==> src/design/srm_pkg.sv <==
`timescale 1ns / 1ps
package srm_pkg;
    localparam int MIX_FACTOR_DEF    = 1;
    localparam int MAX_LOG2_COST_DEF = 10;
    localparam int SUB_WORDS         = 8;
    localparam int ROUNDS            = 8;
    localparam logic [3:0] LOG2_COST_RESET = 4'd10;
    localparam logic [0:0] REG_LOG2_COST   = 1'b0;

    typedef enum logic [2:0] {
        t_st_load,
        t_st_write,
        t_st_fetch,
        t_st_mix,
        t_st_emit
    } t_state;

    // commands from controller to datapath
    typedef struct packed {
        logic load_word;
        logic tbl_write;
        logic xor_tbl;
        logic core_start;
        logic emit;
        logic phase2;
    } t_ctrl;

    // status from datapath to controller
    typedef struct packed {
        logic core_done;
        logic mix_done;
    } t_stat;

    function automatic logic [31:0] rotl(input logic [31:0] v, input int c);
        rotl = (v << c) | (v >> (32 - c));
    endfunction
endpackage

==> src/design/srm_ctrl.sv <==
`timescale 1ns / 1ps
module srm_ctrl import srm_pkg::*; #(
    parameter int MIX_FACTOR    = MIX_FACTOR_DEF,
    parameter int MAX_LOG2_COST = MAX_LOG2_COST_DEF
) (
    input  logic                              i_clk,
    input  logic                              i_rst_n,
    input  logic                              i_start,
    input  logic [3:0]                        i_log2_cost,
    input  t_stat                             i_stat,
    output t_ctrl                             o_ctrl,
    output logic [$clog2(16*MIX_FACTOR)-1:0]  o_widx,
    output logic [MAX_LOG2_COST:0]            o_iter,
    output logic [MAX_LOG2_COST-1:0]          o_nmask,
    output logic                              o_busy,
    output logic                              o_last
);
    localparam int BW = 16 * MIX_FACTOR;
    localparam int WB = $clog2(BW);

    t_state                 r_state, n_state;
    logic [WB-1:0]          r_widx, n_widx;
    logic [MAX_LOG2_COST:0] r_iter, n_iter;
    logic                   r_ph2, n_ph2;
    logic [MAX_LOG2_COST-1:0] r_mask, n_mask;
    logic                   r_mixing, n_mixing;
    logic [4:0]             lc_sat;
    logic                   w_iter_end, w_widx_end;

    assign w_widx_end = (r_widx == WB'(BW - 1));
    assign w_iter_end = (r_iter[MAX_LOG2_COST-1:0] == r_mask);

    // clamp cost to its legal range
    always_comb begin
        lc_sat = {1'b0, i_log2_cost};
        if (lc_sat < 5'd1) lc_sat = 5'd1;
        if (lc_sat > 5'(MAX_LOG2_COST)) lc_sat = 5'(MAX_LOG2_COST);
    end

    always_ff @(posedge i_clk) begin
        if (!i_rst_n) begin
            r_state  <= t_st_load;
            r_widx   <= '0;
            r_iter   <= '0;
            r_ph2    <= 1'b0;
            r_mask   <= '0;
            r_mixing <= 1'b0;
        end else begin
            r_state  <= n_state;
            r_widx   <= n_widx;
            r_iter   <= n_iter;
            r_ph2    <= n_ph2;
            r_mask   <= n_mask;
            r_mixing <= n_mixing;
        end
    end

    // next state
    always_comb begin
        n_state  = r_state;
        n_widx   = r_widx;
        n_iter   = r_iter;
        n_ph2    = r_ph2;
        n_mask   = r_mask;
        n_mixing = r_mixing;
        unique case (r_state)
            t_st_load: begin
                if (i_start) begin
                    n_widx = r_widx + 1'b1;
                    if (w_widx_end) begin
                        n_widx  = '0;
                        n_iter  = '0;
                        n_ph2   = 1'b0;
                        n_mask  = MAX_LOG2_COST'((1 << lc_sat) - 1);
                        n_state = t_st_write;
                    end
                end
            end
            t_st_write: begin
                n_widx = r_widx + 1'b1;
                if (w_widx_end) begin
                    n_widx   = '0;
                    n_mixing = 1'b0;
                    n_state  = t_st_mix;
                end
            end
            t_st_fetch: begin
                // issue one read a word, then wait in fetch while the last word's xor lands
                if (r_mixing) begin
                    n_mixing = 1'b0;
                    n_state  = t_st_mix;
                end else begin
                    n_widx = r_widx + 1'b1;
                    if (w_widx_end) begin
                        n_widx   = '0;
                        n_mixing = 1'b1;
                    end
                end
            end
            t_st_mix: begin
                n_mixing = 1'b1;
                if (i_stat.mix_done) begin
                    n_mixing = 1'b0;
                    n_iter   = r_iter + 1'b1;
                    if (w_iter_end) begin
                        n_iter = '0;
                        if (r_ph2) begin
                            n_state = t_st_emit;
                        end else begin
                            n_ph2   = 1'b1;
                            n_state = t_st_fetch;
                        end
                    end else begin
                        n_state = r_ph2 ? t_st_fetch : t_st_write;
                    end
                end
            end
            t_st_emit: begin
                n_widx = r_widx + 1'b1;
                if (w_widx_end) begin
                    n_widx  = '0;
                    n_state = t_st_load;
                end
            end
            default: n_state = t_st_load;
        endcase
    end

    // outputs
    always_comb begin
        o_ctrl = '0;
        o_ctrl.phase2 = r_ph2;
        unique case (r_state)
            t_st_load:  o_ctrl.load_word = i_start;
            t_st_write: o_ctrl.tbl_write = 1'b1;
            t_st_fetch: o_ctrl.xor_tbl   = !r_mixing;
            t_st_mix:   o_ctrl.core_start = !r_mixing;
            t_st_emit:  o_ctrl.emit      = 1'b1;
            default:    o_ctrl = '0;
        endcase
    end

    assign o_widx  = r_widx;
    assign o_iter  = r_iter;
    assign o_nmask = r_mask;
    assign o_busy  = (r_state != t_st_load);
    assign o_last  = w_widx_end;
endmodule

==> config.mk <==
export PLATFORM = sky130hd
export DESIGN_NAME = srm_ctrl
export DESIGN_NICKNAME = d
export VERILOG_FILES = /design/src/design/srm_pkg.sv /design/src/design/srm_ctrl.sv
export SDC_FILE = /design/constraint.sdc
export NUM_CORES = 1
export LEC_CHECK = 0
export BUFFER_PORTS_ARGS = -buffer_cell sky130_fd_sc_hd__buf_2
export CORE_UTILIZATION = 50
export DETAILED_ROUTE_END_ITERATION = 12
export HOLD_SLACK_MARGIN = 0.1
export PLACE_DENSITY = 0.75
export SYNTH_ARGS = -nofsm -noshare
export SYNTH_HDL_FRONTEND = slang
export SYNTH_SLANG_ARGS = --single-unit
==> constraint.sdc <==
create_clock -name i_clk -period 3.7 [get_ports i_clk]
set_input_delay 0.74 -clock i_clk [delete_from_list [all_inputs] [get_ports i_clk]]
set_output_delay 0.74 -clock i_clk [all_outputs]
set_load 0.05 [all_outputs]
==> reports/qor.txt, run 1 <==
asr flop ratio synth: 0%
Mapped Nets: 230
Routed WL: 3910 um
status: finished, final reports clean
Max-Cap Viols: 0
CTS root buf: clkbuf_4
# fillers: 357
Worst Path Required: 2.96 ns
final max-slew violation count: 0
sequential-to-total area share from yosys stat: 34.0%
Synth area leader: dfxtp_1
Critical Path Max Stage Delay: 0.58 ns
#FFs+latches synth: 30
Power Density: 274 nW/um2
FP Rows: 21
DRT iter0 DRCs: 128
Post-CTS Resized: 0
Die Y: 61.4 um
hold_ws: 0.495 ns
Area Growth Syn to Fin: 14.0%
CP max-delay cell: dfxtp_1
post-DR wirelength/cell: 13.2 um
hold depth: 2
grt ovf: 0
Tmin final: 2.43 ns
clock tree from TritonCTS: done
Setup Fix Bufs, Post-CTS: 0
hold_buf cts: 0
total I/O pin count: 42
detailed placement HPWL: 2810 um
largest net degree at the start of global routing: 23
n_diodes: 0
VDD IR-drop max: 0.188 mV
Distinct cells, synth: 52
Total GRT Usage: 22.4%
global-route wire length before repair: 6150 um
Critical Path End Type: primary output
Post-synth EDFFs: 0
crit start category: register
Starting Density: 52.5%
fmax: 0.411 GHz
highest net fanout along the worst path: 12
Setup CP Type: reg -> out
width of the die: 61.4 um
final setup violation count: 0
Setup TNS: 0 ns
Multi-input gate area: 1080 um2
most common cell in the netlist: dfxtp_1
share of cells above drive strength 1: 23.5%
crit path DAT: 1.69 ns
routed via count: 1,680
antenna violations before repair: 0
max_slew headroom: 64.7%
post-layout net count: 265
Post-Syn Area per Cell: 8.17 um2
antenna-violating nets left: 0
Gate Count Post-Synth: 216
worst hold path class: reg -> reg
drt drc: 0
Reg2Reg Depth: 6
actual slew at the worst max-slew pin: 0.527 ns
RSZ-0062 raised after global routing: no
final hold vios: 0
Sequential cell area: 601 um2
number of vias per cell: 5.66
port bufs: 40
Max clock buf depth: 2
Post-synth top cells: 30 x dfxtp_1, 23 x nor2_1, 22 x nand2_1
CTS H-tree depth: 2
post-synth top area share: 34.0%
TritonCTS Sinks: 30
final worst-path cycle share: 65.8%
die area: 3770 um2
vias in the first global route: 1,349
Leak: 0.878 nW
Syn. warnings: 0
Synth Cell Area: 1770 um2
clock latency on the worst-skew pair: 0.33 ns
Core Area: 3360 um2
Fin Clk Skew: 0.00762 ns
synth top area cells: dfxtp_1 34%, xnor2_1 5.0%, nor2_1 4.9%
Final Wtd Congestion: 0.817
drt first pass iters: 4
CTS clock-pin slew for the worst setup and hold paths: 0.09 ns
TritonCTS buffer count: 5
critical-path cell list: or3b_1, nor2_1, buf_2
Most used DFF post-synth: dfxtp_1
==> path summary, 6_finish.rpt <==
| check | start | endpoint | slack (ns) |
|---|---|---|---|
| worst max-delay path | r_state[1]$_SDFFE_PN0P_ | o_ctrl[3] | 1.27 |
| worst min-delay path | o_nmask[8]$_SDFFE_PN0P_ | o_nmask[8]$_SDFFE_PN0P_ | 0.50 |
| worst max register to register | o_widx[1]$_SDFFE_PN0P_ | o_iter[10]$_SDFFE_PN0P_ | 1.53 |
| worst min register to register | o_nmask[8]$_SDFFE_PN0P_ | o_nmask[8]$_SDFFE_PN0P_ | 0.50 |
==> critical path: cells and delay by family, from the launching register on <==
kind                   cells  cell delay (ns)
buffers and inverters      1             0.27
AND/OR/NAND/NOR            2             0.52
flip-flops                 1             0.58
==> per-layer routing <==
metal,share of wire [%],track usage (%),routed length (um)
met1,46,29.5,1810
met2,46,34.5,1820
met3,5.4,6.51,212
met4,1.8,9.52,70
met5,0,0,0
==> cell type report <==
| cell class | instances | area share, % |
|---|---|---|
| Multi-Input combinational cell | 168 | 53.8 |
| Sequential cell | 30 | 29.8 |
| Timing Repair Buffer | 41 | 10.3 |
| Tap cell | 46 | 2.86 |
| Clock buffer | 7 | 2.24 |
| Inverter | 5 | 0.932 |
==> flip-flops by register name, summed over array words and instances, names as in the netlist <==
name and flops:
o_iter 11, o_nmask 10, o_widx 4, r_state 3, r_mixing 1, r_ph2 1
==> through the flow <==
stage               utilization, %  power [mW]  cell area (um2)  setup WS [ns]  std cells
floorplan                        -       0.365             1770           1.26        216
global placement              58.5       0.378             1970           1.29        290
finish                        59.9       0.551             2010           1.27        297
CTS                           59.9       0.557             2010           1.25        297
detailed placement            58.5       0.379             1970           1.32        290
global route                  59.9       0.580             2010           1.17        297
==> power breakdown <==
group          total, mW  switching, mW  internal (mW)
Combinational     0.0427         0.0290         0.0137
Sequential         0.329        0.00336          0.325
Clock              0.179          0.108         0.0715
==> cells in the final DEF, fill, tap and decap left out, types with 6 or more instances in the layout <==
cell     Yosys  final
or3_1        6      6
xnor2_1     10     10
nand2_1     22     22
a21oi_1     16     16
nand4_1      6      6
nor3_1      11     11
dfxtp_1     30     30
a211o_1      7      7
buf_2        8     40
nor2_1      23     23
==> cell families (layout without fill, tap and decap cells) <==
logic type | after synthesis | in the layout | share of synthesized area (%)
buf+inv | 18 | 53 | 4.61
compound gates | 45 | 45 | 16.9
mux | 2 | 2 | 1.13
fa+ha+maj | 5 | 5 | 3.54
xor+xnor | 12 | 12 | 5.95
other cells | 1 | 1 | 0.212
flops | 30 | 30 | 34.0
simple gates | 103 | 103 | 33.7
Power figures use the tool's default switching activity.
==> run 2, diff against run 1 <==
- clock period: 3.7 -> 2.55 ns (I/O delays scaled with it)
==> run 2 against run 1 <==
Against the previous run:
- setup slack worse by 0.91 ns
- sequential power up 45%
- die area unchanged
- count of clock-buffer cells in the layout down 1
- sequential share of layout area down 0.60 points
- clock skew up 0.0095 ns
- via count up 0.12%
- critical path type unchanged
- largest power group unchanged
==> reports/qor.txt, run 2 (synthesized netlist as in run 1, its figures left out) <==
status: finished, final reports clean
final worst-path cycle share: 86.1%
# fillers: 331
antenna-violating nets left: 0
port bufs: 40
Post-CTS Resized: 0
Tmin final: 2.20 ns
Setup TNS: 0 ns
Worst Path Required: 2.04 ns
crit path DAT: 1.69 ns
fmax: 0.456 GHz
n_diodes: 0
global-route wire length before repair: 6240 um
final hold vios: 0
total I/O pin count: 42
Setup CP Type: reg -> out
Max-Cap Viols: 0
Area Growth Syn to Fin: 16.4%
hold_ws: 0.439 ns
Critical Path End Type: primary output
Power Density: 416 nW/um2
FP Rows: 21
Fin Clk Skew: 0.0171 ns
Largest register FFs: 11
antenna violations before repair: 0
vias in the first global route: 1,398
Sequential cell area: 601 um2
post-DR wirelength/cell: 13.0 um
Setup Fix Bufs, Post-CTS: 0
VDD IR-drop max: 0.296 mV
largest net degree at the start of global routing: 17
detailed placement HPWL: 2850 um
CTS H-tree depth: 2
crit start category: register
TritonCTS Sinks: 30
max_slew headroom: 63.4%
Starting Density: 52.5%
most frequent cells in the layout: 40 x buf_2, 30 x dfxtp_1, 23 x nor2_1
final setup violation count: 0
Die Y: 61.4 um
Max clock buf depth: 2
drt first pass iters: 4
Routed WL: 3910 um
width of the die: 61.4 um
die area: 3770 um2
CTS root buf: clkbuf_4
DRT iter0 DRCs: 152
CTS clock-pin slew for the worst setup and hold paths: 0.11 ns
actual slew at the worst max-slew pin: 0.546 ns
Multi-input gate area: 1080 um2
hold_buf cts: 0
share of cells above drive strength 1: 25.5%
commonest non-fill, non-tap cell in the layout: buf_2
highest net fanout along the worst path: 12
post-layout net count: 268
clock latency on the worst-skew pair: 0.35 ns
final max-slew violation count: 0
grt ovf: 0
clock tree from TritonCTS: done
Core Area: 3360 um2
number of vias per cell: 5.59
Leak: 0.900 nW
RSZ-0062 raised after global routing: no
TritonCTS buffer count: 5
Total GRT Usage: 22.8%
drt drc: 0
Final Wtd Congestion: 0.819
worst hold path class: in -> reg
routed via count: 1,682
run 2: cell count changes in the layout (fill, tap and decap cells not counted):
cell,change
clkbuf_1,-2
buf_4,+3
clkinv_2,+1
clkinvlp_4,+1
clkbuf_8,+1
run 2: metrics by stage:
| stage | total power, mW | util, % | cell area, um2 | std cells | setup slack, ns |
|---|---|---|---|---|---|
| 2_1_floorplan | 0.530 | - | 1770 | 216 | 0.183 |
| 3_3_place_gp | 0.551 | 59.2 | 1990 | 293 | 0.506 |
| 3_5_place_dp | 0.553 | 59.2 | 1990 | 293 | 0.495 |
| 4_1_cts | 0.863 | 61.1 | 2050 | 301 | 0.354 |
| 5_1_grt | 0.897 | 61.1 | 2050 | 301 | 0.257 |
| 6_report | 0.855 | 61.1 | 2050 | 301 | 0.355 |
run 2: routing by layer:
layer	part of all wire, %	GRT usage (%)
met4	1.5	7.62
met1	46	29.2
met5	0	0
met2	47	36.0
met3	5.7	7.77
run 2: critical path: stages, from the launching register on:
cell,delay [ns]
dfxtp_1,0.58
or3b_1,0.41
nor2_1,0.10
buf_2,0.27
run 2: area by class of cell:
cell class | instances | area share, %
clock buffers | 6 | 2.50
flip-flops and latches | 30 | 29.2
multi-input cells | 168 | 52.7
inverters | 5 | 0.914
clock inverters | 2 | 0.609
repair buffers | 44 | 11.2
well taps | 46 | 2.80
run 2: report_power, final:
part	switching, mW	internal, mW	total (mW)	leakage, nW
clock network	0.180	0.132	0.312	0.0343
registers	0.00506	0.472	0.477	0.242
logic	0.0437	0.0216	0.0653	0.624
run 2: worst paths after layout:
kind	cells past startpoint	slack, ns	to	from
setup / recovery	3	0.35	o_ctrl[3]	r_state[1]$_SDFFE_PN0P_
hold / removal	2	0.44	r_mixing$_SDFFE_PN0P_	i_rst_n
setup reg to reg	6	0.44	o_iter[8]$_SDFFE_PN0P_	o_widx[0]$_SDFFE_PN0P_
hold reg to reg	2	0.50	o_nmask[9]$_SDFFE_PN0P_	o_nmask[9]$_SDFFE_PN0P_
